**config.mk**
```make
export PLATFORM = sky130hd
export DESIGN_NAME = framed_packet_receiver
export DESIGN_NICKNAME = d
export VERILOG_FILES = /design/src/frx_pkg.sv /design/src/frx_ctrl.sv /design/src/frx_datapath.sv /design/src/framed_packet_receiver.sv
export SDC_FILE = /design/constraint.sdc
export NUM_CORES = 1
export LEC_CHECK = 0
export ABC_AREA = 1
export BUFFER_PORTS_ARGS = -buffer_cell sky130_fd_sc_hd__clkbuf_2
export CAP_MARGIN = 40
export CORE_UTILIZATION = 50
export DETAILED_ROUTE_END_ITERATION = 16
export GPL_TIMING_DRIVEN = 0
export HOLD_SLACK_MARGIN = 0.03
export PLACE_DENSITY = 0.67
export SKIP_LAST_GASP = 1
export SLEW_MARGIN = 20
export SYNTH_ARGS = -nofsm -noshare
export SYNTH_HDL_FRONTEND = slang
export SYNTH_SLANG_ARGS = --single-unit
```
**constraint.sdc**
```tcl
create_clock -name i_clk -period 5.52 [get_ports i_clk]
set_input_delay 0.828 -clock i_clk [delete_from_list [all_inputs] [get_ports i_clk]]
set_output_delay 0.828 -clock i_clk [all_outputs]
set_load 0.02 [all_outputs]
```
**src/frx_pkg.sv**
```systemverilog
// ============================================================================
// frx_pkg - shared types and constants of the framed packet receiver
// Field widths, register indexes, controller states and the command/status
// bundles that join the controller and the datapath.
// ============================================================================
package frx_pkg;

    // Largest payload the store holds
    localparam int MAX_PAYLOAD = 16;
    localparam int PAY_AW      = (MAX_PAYLOAD > 1) ? $clog2(MAX_PAYLOAD) : 1;

    localparam int BYTE_W      = 8;
    localparam int LEN_W       = 5;
    localparam int CNT_W       = 8;
    localparam int IDX_W       = 4;
    localparam int CFG_IDX_W   = 2;

    // Result tdata: error_seen, packet_count, payload_index, payload_byte
    localparam int OUT_FIELD_W = 1 + CNT_W + IDX_W + BYTE_W;
    localparam int OUT_DATA_W  = ((OUT_FIELD_W + 7) / 8) * 8;
    localparam int OUT_PAD_W   = OUT_DATA_W - OUT_FIELD_W;

    localparam logic [BYTE_W-1:0] HEADER_RST  = 8'hFF;
    localparam logic [BYTE_W-1:0] TRAILER_RST = 8'hFE;
    localparam logic [LEN_W-1:0]  LENGTH_RST  = 5'd8;

    typedef logic [PAY_AW-1:0] t_pay_idx;
    typedef logic [LEN_W-1:0]  t_len;
    typedef logic [IDX_W-1:0]  t_idx;

    typedef enum logic [CFG_IDX_W-1:0] {
        CFG_HEADER  = 2'd0,
        CFG_TRAILER = 2'd1,
        CFG_LENGTH  = 2'd2
    } t_cfg_index;

    typedef enum logic [1:0] {
        ST_IDLE    = 2'd0,
        ST_COLLECT = 2'd1,
        ST_TRAILER = 2'd2,
        ST_EMIT    = 2'd3
    } t_ctl_state;

    typedef struct packed {
        logic in_ready;
        logic clear_pkt;
        logic fill_wr;
        logic err_wr;
        logic start_emit;
        logic emit_step;
        logic status_out;
    } t_dp_cmd;

    typedef struct packed {
        logic hdr_hit;
        logic trl_hit;
        logic fill_last;
        logic emit_last;
        logic out_free;
    } t_dp_stat;

    typedef struct packed {
        logic              done;
        logic              err;
        logic [CNT_W-1:0]  count;
        t_idx              idx;
        logic [BYTE_W-1:0] pay_byte;
        logic              last;
    } t_result;

endpackage

```
**src/frx_ctrl.sv**
```systemverilog
// ============================================================================
// frx_ctrl - framing controller
// Tracks the packet phase (idle, collecting, awaiting trailer) and sequences
// the payload run; issues commands to the datapath.
// ============================================================================
module frx_ctrl (
    input  logic             i_clk,
    input  logic             i_rst_n,
    input  logic             i_s_tvalid,
    input  frx_pkg::t_dp_stat i_stat,
    output frx_pkg::t_dp_cmd  o_cmd
);

    frx_pkg::t_ctl_state r_state;
    frx_pkg::t_ctl_state n_state;
    logic                in_ready;
    logic                fire;

    assign in_ready = i_stat.out_free && (r_state != frx_pkg::ST_EMIT);
    assign fire     = i_s_tvalid && in_ready;

    always_ff @(posedge i_clk) begin
        if (!i_rst_n) begin
            r_state <= frx_pkg::ST_IDLE;
        end else begin
            r_state <= n_state;
        end
    end

    always_comb begin
        n_state = r_state;
        unique case (r_state)
            frx_pkg::ST_IDLE: begin
                if (fire && i_stat.hdr_hit) n_state = frx_pkg::ST_COLLECT;
            end
            frx_pkg::ST_COLLECT: begin
                if (fire && i_stat.fill_last) n_state = frx_pkg::ST_TRAILER;
            end
            frx_pkg::ST_TRAILER: begin
                if (fire && i_stat.trl_hit) n_state = frx_pkg::ST_EMIT;
            end
            frx_pkg::ST_EMIT: begin
                if (i_stat.out_free && i_stat.emit_last) n_state = frx_pkg::ST_IDLE;
            end
        endcase
    end

    always_comb begin
        o_cmd          = '0;
        o_cmd.in_ready = in_ready;
        unique case (r_state)
            frx_pkg::ST_IDLE: begin
                if (fire) begin
                    o_cmd.status_out = 1'b1;
                    o_cmd.clear_pkt  = i_stat.hdr_hit;
                end
            end
            frx_pkg::ST_COLLECT: begin
                if (fire) begin
                    o_cmd.fill_wr    = 1'b1;
                    o_cmd.status_out = 1'b1;
                end
            end
            frx_pkg::ST_TRAILER: begin
                if (fire) begin
                    if (i_stat.trl_hit) begin
                        o_cmd.start_emit = 1'b1;
                    end else begin
                        // wrong byte: overwrite last payload entry, flag error
                        o_cmd.err_wr     = 1'b1;
                        o_cmd.status_out = 1'b1;
                    end
                end
            end
            frx_pkg::ST_EMIT: begin
                o_cmd.emit_step = i_stat.out_free;
            end
        endcase
    end

endmodule

```
**src/frx_datapath.sv**
```systemverilog
// ============================================================================
// frx_datapath - payload store, counters and result register
// Holds the configuration, the payload store with per-entry valid bits,
// fill and run counters, the packet counter and the output register.
// ============================================================================
module frx_datapath (
    input  logic                              i_clk,
    input  logic                              i_rst_n,
    input  logic                              i_cfg_wr,
    input  logic [frx_pkg::CFG_IDX_W-1:0]     i_cfg_index,
    input  logic [frx_pkg::BYTE_W-1:0]        i_cfg_data,
    input  logic [frx_pkg::BYTE_W-1:0]        i_rx_byte,
    input  frx_pkg::t_dp_cmd                  i_cmd,
    output frx_pkg::t_dp_stat                 o_stat,
    input  logic                              i_out_ready,
    output logic                              o_out_valid,
    output frx_pkg::t_result                  o_result
);

    logic [frx_pkg::BYTE_W-1:0] r_hdr;
    logic [frx_pkg::BYTE_W-1:0] r_trl;
    frx_pkg::t_len              r_len;
    frx_pkg::t_len              eff_len;

    logic [frx_pkg::BYTE_W-1:0]      r_store [frx_pkg::MAX_PAYLOAD];
    logic [frx_pkg::MAX_PAYLOAD-1:0] r_vld;

    frx_pkg::t_len             r_fill;
    frx_pkg::t_len             n_fill;
    frx_pkg::t_len             r_emit_cnt;
    logic                      r_err;
    logic                      n_err;
    logic [frx_pkg::CNT_W-1:0] r_count;

    logic                       wr_en;
    frx_pkg::t_pay_idx          wr_idx;
    frx_pkg::t_pay_idx          rd_idx;
    logic [frx_pkg::BYTE_W-1:0] rd_byte;
    logic                       emit_last;
    logic                       out_load;
    frx_pkg::t_result           n_result;
    logic                       r_out_valid;
    frx_pkg::t_result           r_result;

    // Configuration
    always_ff @(posedge i_clk) begin
        if (!i_rst_n) begin
            r_hdr <= frx_pkg::HEADER_RST;
            r_trl <= frx_pkg::TRAILER_RST;
            r_len <= frx_pkg::LENGTH_RST;
        end else if (i_cfg_wr) begin
            unique case (frx_pkg::t_cfg_index'(i_cfg_index))
                frx_pkg::CFG_HEADER:  r_hdr <= i_cfg_data;
                frx_pkg::CFG_TRAILER: r_trl <= i_cfg_data;
                frx_pkg::CFG_LENGTH:  r_len <= frx_pkg::t_len'(i_cfg_data);
                default: ;
            endcase
        end
    end

    // Clamp length to 1..MAX_PAYLOAD
    always_comb begin
        if (r_len == '0) begin
            eff_len = frx_pkg::t_len'(1);
        end else if (32'(r_len) > frx_pkg::MAX_PAYLOAD) begin
            eff_len = frx_pkg::t_len'(frx_pkg::MAX_PAYLOAD);
        end else begin
            eff_len = r_len;
        end
    end

    assign n_fill    = r_fill + frx_pkg::t_len'(1);
    assign emit_last = (r_emit_cnt + frx_pkg::t_len'(1)) == eff_len;

    assign o_stat.hdr_hit   = (i_rx_byte == r_hdr);
    assign o_stat.trl_hit   = (i_rx_byte == r_trl);
    assign o_stat.fill_last = (n_fill >= eff_len);
    assign o_stat.emit_last = emit_last;
    assign o_stat.out_free  = !r_out_valid || i_out_ready;

    // Payload store
    assign wr_en  = (i_cmd.fill_wr && (32'(r_fill) < frx_pkg::MAX_PAYLOAD)) || i_cmd.err_wr;
    assign wr_idx = i_cmd.err_wr ? frx_pkg::t_pay_idx'(eff_len - frx_pkg::t_len'(1))
                                 : frx_pkg::t_pay_idx'(r_fill);
    assign rd_idx = frx_pkg::t_pay_idx'(r_emit_cnt);

    always_ff @(posedge i_clk) begin
        if (wr_en) begin
            r_store[wr_idx] <= i_rx_byte;
        end
    end

    always_ff @(posedge i_clk) begin
        if (!i_rst_n) begin
            r_vld <= '0;
        end else if (i_cmd.clear_pkt) begin
            r_vld <= '0;
        end else if (wr_en) begin
            r_vld[wr_idx] <= 1'b1;
        end
    end

    // Entries not written since the header read as zero
    assign rd_byte = r_vld[rd_idx] ? r_store[rd_idx] : '0;

    // Counters and error flag
    always_comb begin
        n_err = r_err;
        if (i_cmd.clear_pkt) begin
            n_err = 1'b0;
        end else if (i_cmd.err_wr) begin
            n_err = 1'b1;
        end
    end

    always_ff @(posedge i_clk) begin
        if (!i_rst_n) begin
            r_fill     <= '0;
            r_emit_cnt <= '0;
            r_err      <= 1'b0;
            r_count    <= '0;
        end else begin
            r_err <= n_err;
            if (i_cmd.clear_pkt) begin
                r_fill <= '0;
            end else if (i_cmd.fill_wr) begin
                r_fill <= n_fill;
            end
            if (i_cmd.start_emit) begin
                r_emit_cnt <= '0;
                r_count    <= r_count + 1'b1;
            end else if (i_cmd.emit_step) begin
                r_emit_cnt <= r_emit_cnt + frx_pkg::t_len'(1);
            end
        end
    end

    // Result register
    always_comb begin
        n_result       = '0;
        n_result.count = r_count;
        if (i_cmd.emit_step) begin
            n_result.done     = 1'b1;
            n_result.err      = r_err;
            n_result.idx      = frx_pkg::t_idx'(r_emit_cnt);
            n_result.pay_byte = rd_byte;
            n_result.last     = emit_last;
        end else begin
            n_result.err  = n_err;
            n_result.last = 1'b1;
        end
    end

    assign out_load = i_cmd.status_out || i_cmd.emit_step;

    always_ff @(posedge i_clk) begin
        if (!i_rst_n) begin
            r_out_valid <= 1'b0;
        end else if (out_load) begin
            r_out_valid <= 1'b1;
        end else if (i_out_ready) begin
            r_out_valid <= 1'b0;
        end
    end

    always_ff @(posedge i_clk) begin
        if (out_load) begin
            r_result <= n_result;
        end
    end

    assign o_out_valid = r_out_valid;
    assign o_result    = r_result;

endmodule

```
**src/framed_packet_receiver.sv**
```systemverilog
// ============================================================================
// framed_packet_receiver - header/fixed-length/trailer packet receiver
//
// Slave stream: one received byte per transfer on s_tdata. Master stream: one
// result per transfer; tuser marks payload of a completed packet, tlast marks
// the final result caused by an input byte. A separate write channel sets the
// header byte, trailer byte and payload length (always ready).
//
// A byte that is not a trailer closing a packet gives one status result on the
// master side in the cycle after its transfer, and the next byte can be taken
// in that same cycle when the sink takes that result, so such bytes go through
// at one per cycle while the sink keeps up. A trailer that closes a packet
// sends its payload from the store one result per cycle while the sink is
// ready, and the slave side stays not ready until that run has been sent.
//
// The output register decouples the two sides: a new byte is taken while a
// result is still waiting, provided the sink takes it in that same cycle.
// When the sink stalls, the result holds and s_tready drops.
// Synchronous reset restores the default configuration, clears the payload
// valid bits, the error flag and the packet counter, and empties the output.
// ============================================================================
module framed_packet_receiver (
    input  logic                              i_clk,
    input  logic                              i_rst_n,
    // tdata: [7:0] rx_byte
    input  logic                              i_s_tvalid,
    output logic                              o_s_tready,
    input  logic [frx_pkg::BYTE_W-1:0]        i_s_tdata,
    // tdata: [0] error_seen, [8:1] packet_count, [12:9] payload_index,
    //        [20:13] payload_byte, [23:21] zero
    output logic                              o_m_tvalid,
    input  logic                              i_m_tready,
    output logic [frx_pkg::OUT_DATA_W-1:0]    o_m_tdata,
    // tuser: [0] packet_done
    output logic                              o_m_tuser,
    output logic                              o_m_tlast,
    input  logic                              i_cfg_valid,
    output logic                              o_cfg_ready,
    input  logic [frx_pkg::CFG_IDX_W-1:0]     i_cfg_index,
    input  logic [frx_pkg::BYTE_W-1:0]        i_cfg_data
);

    frx_pkg::t_dp_cmd  cmd;
    frx_pkg::t_dp_stat stat;
    frx_pkg::t_result  result;

    assign o_cfg_ready = 1'b1;

    frx_ctrl u_ctrl (
        .i_clk      (i_clk),
        .i_rst_n    (i_rst_n),
        .i_s_tvalid (i_s_tvalid),
        .i_stat     (stat),
        .o_cmd      (cmd)
    );

    frx_datapath u_dp (
        .i_clk       (i_clk),
        .i_rst_n     (i_rst_n),
        .i_cfg_wr    (i_cfg_valid && o_cfg_ready),
        .i_cfg_index (i_cfg_index),
        .i_cfg_data  (i_cfg_data),
        .i_rx_byte   (i_s_tdata),
        .i_cmd       (cmd),
        .o_stat      (stat),
        .i_out_ready (i_m_tready),
        .o_out_valid (o_m_tvalid),
        .o_result    (result)
    );

    assign o_s_tready = cmd.in_ready;
    assign o_m_tdata  = {{frx_pkg::OUT_PAD_W{1'b0}}, result.pay_byte, result.idx,
                         result.count, result.err};
    assign o_m_tuser  = result.done;
    assign o_m_tlast  = result.last;

endmodule

```
=== Word-level counts from Yosys, hierarchy flattened ===
Memory sizes are Yosys's and may differ from the RTL's. A register that Yosys moved wholly into a read port is not among the register bits.
Index checks and enable logic that the tools add are counted.

* Add/subtract/negate cells: 4
* $mul: 0
* Div/mod/pow operators: 0
* Magnitude comparators: 6
* Equal/unequal tests: 13
* Shift-type cells: 0
* Muxes and demuxes: 31
* Bitwise operators: 2
* Reduce and logical (&&, ||, !) cells: 25

{| class="wikitable"
|+ Operators by type and width
! cell !! number
|-
| 1-bit 2-to-1 mux || 18
|-
| 8-bit equality test || 2
|-
| 16-bit OR || 1
|-
| 2-bit 2-to-1 mux || 6
|-
| 5-bit by 1-bit adder with 5-bit output (second input constant) || 2
|-
| 4-bit by 5-bit less-than comparator with 1-bit output (second input constant) || 2
|-
| 5-bit 2-to-1 mux || 2
|-
| 8-bit by 1-bit adder with 8-bit output (second input constant) || 1
|-
| 1-bit logical AND || 8
|-
| 2-bit by 1-bit != test with 1-bit output (second input constant) || 4
|-
| 2-bit one-hot mux with 4 select lines || 1
|-
| 2-bit AND reduction || 4
|-
| 2-bit equality test (second input constant) || 3
|-
| 2-bit OR reduction || 3
|-
| 5-bit equality test || 1
|-
| 5-bit >= comparator || 1
|-
| 5-bit > comparator (second input constant) || 1
|-
| 5-bit logical NOT || 1
|-
| 5-bit less-than comparator (second input constant) || 1
|-
| 1-bit binary-select mux with 4-bit select || 1
|-
| 1-bit demux with 4-bit select || 1
|-
| 2-bit by 1-bit equality test with 1-bit output (second input constant) || 2
|-
| 4-bit by 1-bit >= comparator with 1-bit output (second input constant) || 1
|-
| 2-bit logical NOT || 2
|-
| 9 further kinds || 12
|}

* Bits in registers: 74
* Bits in latches: 0
* Memory bits (writable): 128
* Memory bits (read-only): 0
* Output and inout port bits: 29
* Memories kept: 1

{| class="wikitable"
|+ Memory list
! name !! words !! width !! rd ports !! clocked after Yosys merged registers in !! write ports !! RTL line !! RTL
|-
| u_dp.r_store || 16 || 8 || 1 || 1 || 1 || frx_datapath.sv:25 || <nowiki>logic [frx_pkg::BYTE_W-1:0] r_store [frx_pkg::MAX_PAYLOAD];</nowiki>
|}

=== Depth between registers and ports, before layout ===
Gate-level depths: netlist of the first run.

* Depth after elaboration: 12
* Gate-level depth with buffers: 14

=== Hierarchy ===
A second synthesis of the first run with hierarchy kept.

* Cell total of the unflattened synthesis: 998
* Area total of the unflattened synthesis: 9,365.2 um2

{| class="wikitable"
|+ Modules (own cells, without submodules)
! module !! times used !! cells an instance !! area an instance (um2)
|-
| frx_datapath || 1 || 944 || 9,032.4
|-
| frx_ctrl || 1 || 48 || 295.3
|-
| framed_packet_receiver || 1 || 6 || 37.5
|}

=== Worst setup path before layout of the first run ===
No wires, ideal clock.

* Path type: input to register
* Start point: input port i_m_tready
* End point: register u_dp.r_result, in the netlist u_dp.o_result[0] (enable)
* Setup time: 480 ps
* Data arrival time: 1,999 ps
* Required time: 5,040 ps
* Path slack: 3,042 ps
* Cell stages on the path: 8
* Path buffers: 0
* Path through: inv_1 -> nand2_2 -> nand2_2 -> clkinv_2 -> nand2_4 -> inv_2 -> o21ai_0 -> nand3_1

* Word-level cells in the longest chain between the ends: 6

{| class="wikitable"
|+ Ends and longest elaborated chain
! item !! RTL line !! RTL
|-
| from (decl) || framed_packet_receiver.sv:32 || <nowiki>input logic i_m_tready,</nowiki>
|-
| 1-bit logical OR * || frx_datapath.sv:79 || <nowiki>assign o_stat.out_free = !r_out_valid || i_out_ready;</nowiki>
|-
| 1-bit logical AND * || frx_ctrl.sv:19 || <nowiki>assign in_ready = i_stat.out_free && (r_state != frx_pkg::ST_EMIT);</nowiki>
|-
| via o_s_tready || framed_packet_receiver.sv:27 || <nowiki>output logic o_s_tready,</nowiki>
|-
| 1-bit logical AND * || frx_ctrl.sv:20 || <nowiki>assign fire = i_s_tvalid && in_ready;</nowiki>
|-
| 1-bit 2-to-1 mux, on equally long branches || frx_ctrl.sv:65, frx_ctrl.sv:53, frx_ctrl.sv:59 ||
|-
| 1-bit one-hot mux with 2 select lines * || frx_ctrl.sv:51 || <nowiki>unique case (r_state)</nowiki>
|-
| 1-bit logical OR * || frx_datapath.sv:154 || <nowiki>assign out_load = i_cmd.status_out || i_cmd.emit_step;</nowiki>
|-
| via u_dp.out_load || frx_datapath.sv:40 || <nowiki>logic out_load;</nowiki>
|-
| to (signal assigned) || frx_datapath.sv:168 || <nowiki>r_result <= n_result;</nowiki>
|-
| to (decl) || frx_datapath.sv:43 || <nowiki>frx_pkg::t_result r_result;</nowiki>
|}

Mark *: on every way through the listed nets, which the timed path passes. The rest lies on a longest branch.
A chain may end at the register's enable or synchronous reset.

=== Worst setup path in the final report of the first run ===
* Start point: input port i_s_tdata[0] (netlist bit)
* End point: memory u_dp.r_store[4][5] (netlist bit) (enable)

* Word-level cells in the longest chain between the ends: 7

{| class="wikitable"
|+ Ends and longest elaborated chain
! item !! RTL line !! RTL
|-
| from (decl) || framed_packet_receiver.sv:28 || <nowiki>input logic [frx_pkg::BYTE_W-1:0] i_s_tdata,</nowiki>
|-
| 8-bit equality test * || frx_datapath.sv:76 || <nowiki>assign o_stat.trl_hit = (i_rx_byte == r_trl);</nowiki>
|-
| 1-bit 2-to-1 mux * || frx_ctrl.sv:66 || <nowiki>if (i_stat.trl_hit) begin</nowiki>
|-
| 2-bit 2-to-1 mux * || frx_ctrl.sv:65 || <nowiki>if (fire) begin</nowiki>
|-
| 2-bit 2-to-1 mux * || frx_ctrl.sv:51 ||
|-
| 1-bit logical OR || frx_datapath.sv:82 || <nowiki>assign wr_en = (i_cmd.fill_wr && (32'(r_fill) < frx_pkg::MAX_PAYLOAD)) || i_cmd.err_wr;</nowiki>
|-
| 1-bit 2-to-1 mux || frx_datapath.sv:88 || <nowiki>if (wr_en) begin</nowiki>
|-
| 1-bit 2-to-1 mux (implied by the code) || frx_datapath.sv:89 || <nowiki>r_store[wr_idx] <= i_rx_byte;</nowiki>
|-
| to (decl) || frx_datapath.sv:25 ||
|}

Every way passes the cells marked *; elsewhere a longest branch is shown, timed or not.

==> out/results.txt, run 1 <==
Slew HR: 54.8%
Mapped Area: 9080 um2
Finished Core Util: 59.1%
worst hold path class: flop to flop
number of remaining DRC errors: 0
Max Cap Viol: 0
critical path cell sequence: clkbuf_2, nand2_1, nand2_2, nand2_2, nor2_4, nand2_4, nand2_8, nand2_4, nand2_4, inv_4, nor2_4, nand2_1, inv_1
syn avg cell area: 10.6 um2
reg2reg setup slack: 3.11 ns
via count: 6393
Starting Density: 51.8%
RR Startpoint: u_dp.r_len[4]
Post-Route WL: 21500 um
Max rail drop VDD: 0.337 mV
Placement Rows: 48
Slew @ Worst Pin: 0.678 ns
worst-path fanout max: 19
dpl cell area: 9600 um2
Cell variety after synth: 43
Overflow after GRT: 0
vias in the first global route: 6073
Setup TNS: 0 ns
skew final: 0.0190 ns
Setup crit end kind: flop
die area: 18700 um2
CTS tree: done
port bufs: 46
Area Overhead vs Synth: 14.2%
CP arrival: 2.76 ns
share of the synthesized area in the top cell type: 50.0%
hold path startpoint: u_dp.r_vld[11]
cts bufs inserted: 22
FF-to-FF End: u_dp.r_store[11][7]
DRT iter0 DRCs: 461
ANT nets after route: 0
unrepaired setup endpoints after global routing: no
GRT Total Usage: 23.6%
run status: finished clean
drt pass-1 iters: 5
fin nets: 965
Final Cycle Share: 47.4%
Max Root-Sink Buffers: 3
Final Max Tran Viols: 0
yosys warns: 0
placed cell count: 1129
endpoints failing setup: 0
f_max: 382 MHz
Pwr Total: 0.00385 W
final instance area: 10400 um2
worst path bufs/invs: 3
Crit path largest cell delay: 0.40 ns
synthesized instance count: 856
Pwr Density: 371 nW/um2
Period minus WS final: 2.62 ns
Post-Layout Cell Count: 1170
top post-synthesis cells by count: nand2_1, edfxtp_1, inv_1
asr flop ratio synth: 0%
post-DP HPWL: 14700 um
CTS sink count: 210
top_reg_cell synth: edfxtp_1
root buf cell: clkbuf_16
core area: 17500 um2
slowest CP cell: clkbuf_2
CP required: 5.67 ns
total I/O pin count: 52
Fin. Hold Viols: 0
Top cell by count, worst path: nand2_4
most common cell in the synthesized netlist: nand2_1
largest cells by area after synthesis: edfxtp_1, dfxtp_1, nand2_1
largest net degree at the start of global routing: 24
level count of the clock H-tree: 1
Resized cells post-CTS: 0
Worst Reg-to-Reg Cells: 11
die width: 137 um
clock-pin slew on the worst setup and hold paths: 0.06 ns
antenna violations before repair: 0
Routed wire per std cell: 18.4 um
Post-synth EDFFs: 151
Top delay family on crit path: simple AND/OR/NAND/NOR gates
Worst-Skew Late Latency: 0.50 ns
hold buffers post-CTS: 0
WHS Path Cells: 2
leakage: 4.15 nW
via-per-instance ratio: 5.46
post-synthesis sequential area ratio: 63.0%
postcts setup bufs: 0
layout cells sized above 1: 16.1%
type of origin of the critical path: primary input
Placer Congestion: 0.828
first-pass GRT wire length: 32600 um
die height: 137 um
Setup CP Type: primary input to flop
Hold EP: u_dp.r_vld[11]
antenna cells: 0
flip-flop and latch count after synthesis: 210
cell accounting for the most synthesized area: edfxtp_1
through the flow:
step	hold WS, ns	setup WS [ns]
2_1_floorplan	0.426	3.04
3_3_place_gp	0.432	1.84
3_5_place_dp	0.441	2.38
4_1_cts	0.450	2.86
5_1_grt	0.475	2.78
6_report	0.452	2.90
where the power goes:
group          leakage [nW]  internal (W)  switching, W
combinational          1.94      0.000169      0.000370
clock                 0.355      0.000899      0.000585
sequential             1.86       0.00179     0.0000323
state kept, by name, indices dropped and copies added, names as in the netlist, 5 cells and up:
| name | flops |
|---|---|
| u_dp.r_hdr | 8 |
| u_dp.r_fill | 5 |
| u_dp.o_result | 23 |
| u_dp.r_trl | 8 |
| u_dp.r_len | 5 |
| u_dp.r_vld | 16 |
| u_dp.r_count | 8 |
| u_dp.r_store | 128 |
| u_dp.r_emit_cnt | 5 |
placed cells by master (no fill, tap or decap), types with 3 or more instances in the layout:
| cell type | instances |
|---|---|
| nand4_1 | 9 |
| buf_4 | 5 |
| nor2_2 | 5 |
| clkbuf_8 | 3 |
| xor2_1 | 6 |
| clkinv_2 | 3 |
| clkbuf_16 | 23 |
| o221ai_1 | 32 |
| conb_1 | 4 |
| nor3_1 | 7 |
| inv_2 | 6 |
| nor2_1 | 29 |
| o22ai_1 | 16 |
| buf_1 | 7 |
| ha_1 | 13 |
| o21ai_0 | 19 |
| nand2_1 | 207 |
| clkbuf_1 | 16 |
| clkbuf_2 | 47 |
| nand3_1 | 37 |
| nor2_4 | 5 |
| inv_1 | 81 |
| dfxtp_1 | 59 |
| o211ai_1 | 5 |
| a21oi_2 | 12 |
| a21oi_1 | 75 |
| edfxtp_1 | 151 |
| nand2_4 | 5 |
| buf_2 | 14 |
| xnor2_1 | 11 |
| nand2_2 | 9 |
final cells by class:
class | instances | area (um2)
clock buffer | 33 | 643
timing repair buffer | 47 | 258
buffer | 37 | 184
tap | 225 | 282
inverter | 90 | 342
fill | 1489 | 7170
multi-input combinational | 521 | 2850
sequential | 210 | 5720
clock inverter | 7 | 90.1
worst min-delay path: cells and delay by family (launching register included):
family	cells	cell delay, ns
compound gates	1	0.05
buf+inv	1	0.05
flops	1	0.31
worst max path at each step:
stage / startpoint / endpoint / cells past startpoint
final: i_s_tdata[0] / u_dp.r_store[4][5] / 13
after floorplan: i_m_tready / u_dp.o_result[0] / 8
after CTS: i_s_tdata[7] / u_dp.o_result[1] / 8
after global placement: i_s_tdata[7] / u_dp.o_result[6] / 8
after global routing: i_s_tdata[7] / u_dp.r_store[2][3] / 14
after detailed placement: i_s_tdata[7] / u_dp.o_result[1] / 8
cell families (layout without fill, tap and decap cells):
family / after synthesis / after routing / share of synthesized area (%)
xor gates and xnor gates: 17 / 17 / 1.64
DFF: 210 / 210 / 63.0
buffers and inverters: 127 / 214 / 5.79
AOI/OAI and AO/OA: 160 / 160 / 11.0
other: 2 / 4 / 0.0827
and+or+nand+nor: 327 / 327 / 16.7
adders and majority gates: 13 / 13 / 1.79
layer usage:
layer / vias to the layer above / share of wire, % / track usage [%]
met5: - / 0 / 0
met4: 0 / 2.0 / 7.22
met3: 32 / 4.9 / 3.11
met2: 170 / 49 / 39.7
met1: 3080 / 44 / 31.7
li1: 3111 / - / -
(Power assumes the default switching activity.)
==> run 2, diff against run 1 <==
ABC_AREA = 0   (was 1)
PLACE_DENSITY = 0.7   (was 0.67)
clock period = 2.1 ns   (was 5.52 ns; I/O delays follow)
==> run 2 against run 1 <==
  * The run now ends with negative setup slack left
  * Final cell count is 18% lower
  * Total power is 150% higher
  * Sequential cell count stayed put
  * Synthesized cell count is 32% lower
  * Sequential share of layout area is 5.3 points lower
  * Count of clock-buffer cells in the layout is 4 lower
  * Global-route usage is 0.81 points higher
  * Non-clock buffer count is 49 higher
  * Clock skew is 0.011 ns lower
  * Utilization is 7.5 points higher
  * Largest cell class unchanged
==> out/results.txt, run 2 <==
final-layout fill cell count: 1155
flip-flop and latch count after synthesis: 210
Post-synth EDFFs: 151
endpoints failing setup: 139
CTS sink count: 210
Max Cap Viol: 0
slowest CP cell: or4b_1
Placer Congestion: 0.914
number of remaining DRC errors: 0
top_reg_cell synth: edfxtp_1
asr flop ratio synth: 0%
most common cell in the synthesized netlist: edfxtp_1
CP required: 2.31 ns
root buf cell: clkbuf_16
max reg flops: 128
antenna violations before repair: 0
commonest cells after routing, fill and taps aside: edfxtp_1, nand2_1, clkbuf_2
Top reg by flops: u_dp.r_store
drt pass-1 iters: 5
pre-CTS setup slack: -0.986 ns
critical path cell sequence: ha_4, nor2b_4, nand3_4, or4b_1, mux2_4, nor2_4, buf_6
Final WS setup: -0.226 ns
port bufs: 46
vias in the first global route: 5478
level count of the clock H-tree: 1
layout cells sized above 1: 39.6%
first-pass GRT wire length: 32200 um
CTS tree: done
Slew HR: 52.6%
die area: 18200 um2
hold slack: 0.0453 ns
worst hold path class: primary input to flop
top post-synthesis cells by count: edfxtp_1, dfxtp_1, nand2_1
share of the synthesized area in the top cell type: 51.2%
Post-Route WL: 22400 um
leakage: 4.06 nW
worst path bufs/invs: 1
post-synthesis sequential area ratio: 64.6%
Worst-Skew Late Latency: 0.50 ns
Placement Rows: 48
type of origin of the critical path: flop
Final Max Tran Viols: 0
total I/O pin count: 52
yosys warns: 0
largest cells by area after synthesis: edfxtp_1, dfxtp_1, mux4_2
placed cell count: 856
syn avg cell area: 15.2 um2
Period minus WS final: 2.33 ns
Mapped Area: 8850 um2
Crit path largest cell delay: 0.49 ns
Max rail drop VDD: 0.574 mV
Setup CP Type: flop to flop
Simple-Gate Fraction of Synth Area: 10.7%
worst-path fanout max: 5
final instance area: 11500 um2
most common cell after layout, fill and taps aside: edfxtp_1
xor/xnor share of the synthesized area: 4.02%
CP arrival: 2.54 ns
via count: 5648
cell accounting for the most synthesized area: edfxtp_1
f_max: 430 MHz
Starting Density: 51.2%
Routed wire per std cell: 23.4 um
GRT Total Usage: 24.4%
dpl cell area: 9450 um2
hold buffers post-CTS: 0
core area: 17300 um2
Final Cycle Share: 111%
run status: complete, but fails checks
post-synthesis compound-gate area fraction: 3.21%
post-synthesis adder-cell area fraction: 1.84%
Top delay family on crit path: simple AND/OR/NAND/NOR gates
Post-Layout Cell Count: 958
Setup crit end kind: flop
Pwr Density: 824 nW/um2
ANT nets after route: 0
clock-pin slew on the worst setup and hold paths: 0.06 ns
skew final: 0.00828 ns
Fin. Hold Viols: 0
Area Overhead vs Synth: 30.1%
post-DP HPWL: 12400 um
via-per-instance ratio: 5.90
antenna cells: 0
failing checks: negative setup slack
Cell variety after synth: 56
fin nets: 753
synthesized instance count: 581
multiplexer share of the synthesized area: 13.5%
Max Root-Sink Buffers: 3
Slew @ Worst Pin: 0.711 ns
Overflow after GRT: 0
unrepaired setup endpoints after global routing: yes
die height: 135 um
largest net degree at the start of global routing: 24
largest family of logic cells by synthesized area: multiplexers
die width: 135 um
DRT iter0 DRCs: 470
cts bufs inserted: 22
==> run 2: path summary, 6_finish.rpt <==
path         slack (ns)         startpoint  depth (start not counted)                  to
max               -0.23  u_ctrl.r_state[1]                          7  u_dp.r_store[1][0]
min                0.05      i_cfg_data[7]                          3       u_dp.r_trl[7]
max reg2reg       -0.23  u_ctrl.r_state[1]                          7  u_dp.r_store[1][0]
min reg2reg        0.45    u_dp.r_count[7]                          0   u_dp.o_result[20]
==> run 2: through the flow <==
step / setup TNS [ns] / utilization [%] / power [W]
final: -16.67 / 66.6 / 0.00949
after global routing: -19.48 / 66.6 / 0.00972
after CTS: -7.70 / 65.2 / 0.00944
after detailed placement: -131.44 / 54.6 / 0.00515
after global placement: -123.71 / 54.5 / 0.00513
after floorplan: -9.53 / - / 0.00497
==> run 2: kinds of logic after synthesis <==
logic type	Yosys count
AO/OA/AOI/OAI	37
AND/OR/NAND/NOR	182
flip-flops	210
adder cells (fa/ha/maj)	13
XOR/XNOR	39
multiplexers	62
buffers and inverters	36
other	2
==> run 2: timing repair <==
item / CTS / global route
pin swaps: 33 / 26
endpoints found under the hold margin: 0 / 0
cloned: 9 / 1
setup endpoints to repair: 177 / 164
gates resized for setup: 114 / 36
buffers inserted: 45 / 14
==> run 2: report_power, final <==
group | switching (W) | internal (W) | leakage (nW)
Sequential | 0.0000423 | 0.00453 | 1.86
Clock | 0.00157 | 0.00271 | 0.400
Combinational | 0.000391 | 0.000246 | 1.80
Total | 0.00200 | 0.00749 | 4.06
==> run 2: final cells by class <==
cell class | count | area [um2] | area share, %
Tap cell | 225 | 282 | 2.44
Sequential cell | 210 | 5750 | 49.9
Clock buffer | 29 | 628 | 5.45
Multi-Input combinational cell | 344 | 3470 | 30.1
Buffer | 27 | 256 | 2.23
Clock inverter | 11 | 179 | 1.55
Timing Repair Buffer | 106 | 930 | 8.07
Inverter | 6 | 25.0 | 0.217
==> run 2: per-layer routing <==
layer,part of all wire (%),vias up,track usage (%)
met1,39,2835,31.4
met5,0,-,0
met4,4.4,0,10.7
met3,7.0,79,4.28
met2,49,263,40.7
li1,-,2471,-
==> run 2: worst reg2reg max path: stages, from the launching register on <==
cell and delay [ns]:
dfxtp_4 0.36, ha_4 0.17, nor2b_4 0.22, nand3_4 0.13, or4b_1 0.49, mux2_4 0.37
nor2_4 0.15, buf_6 0.16
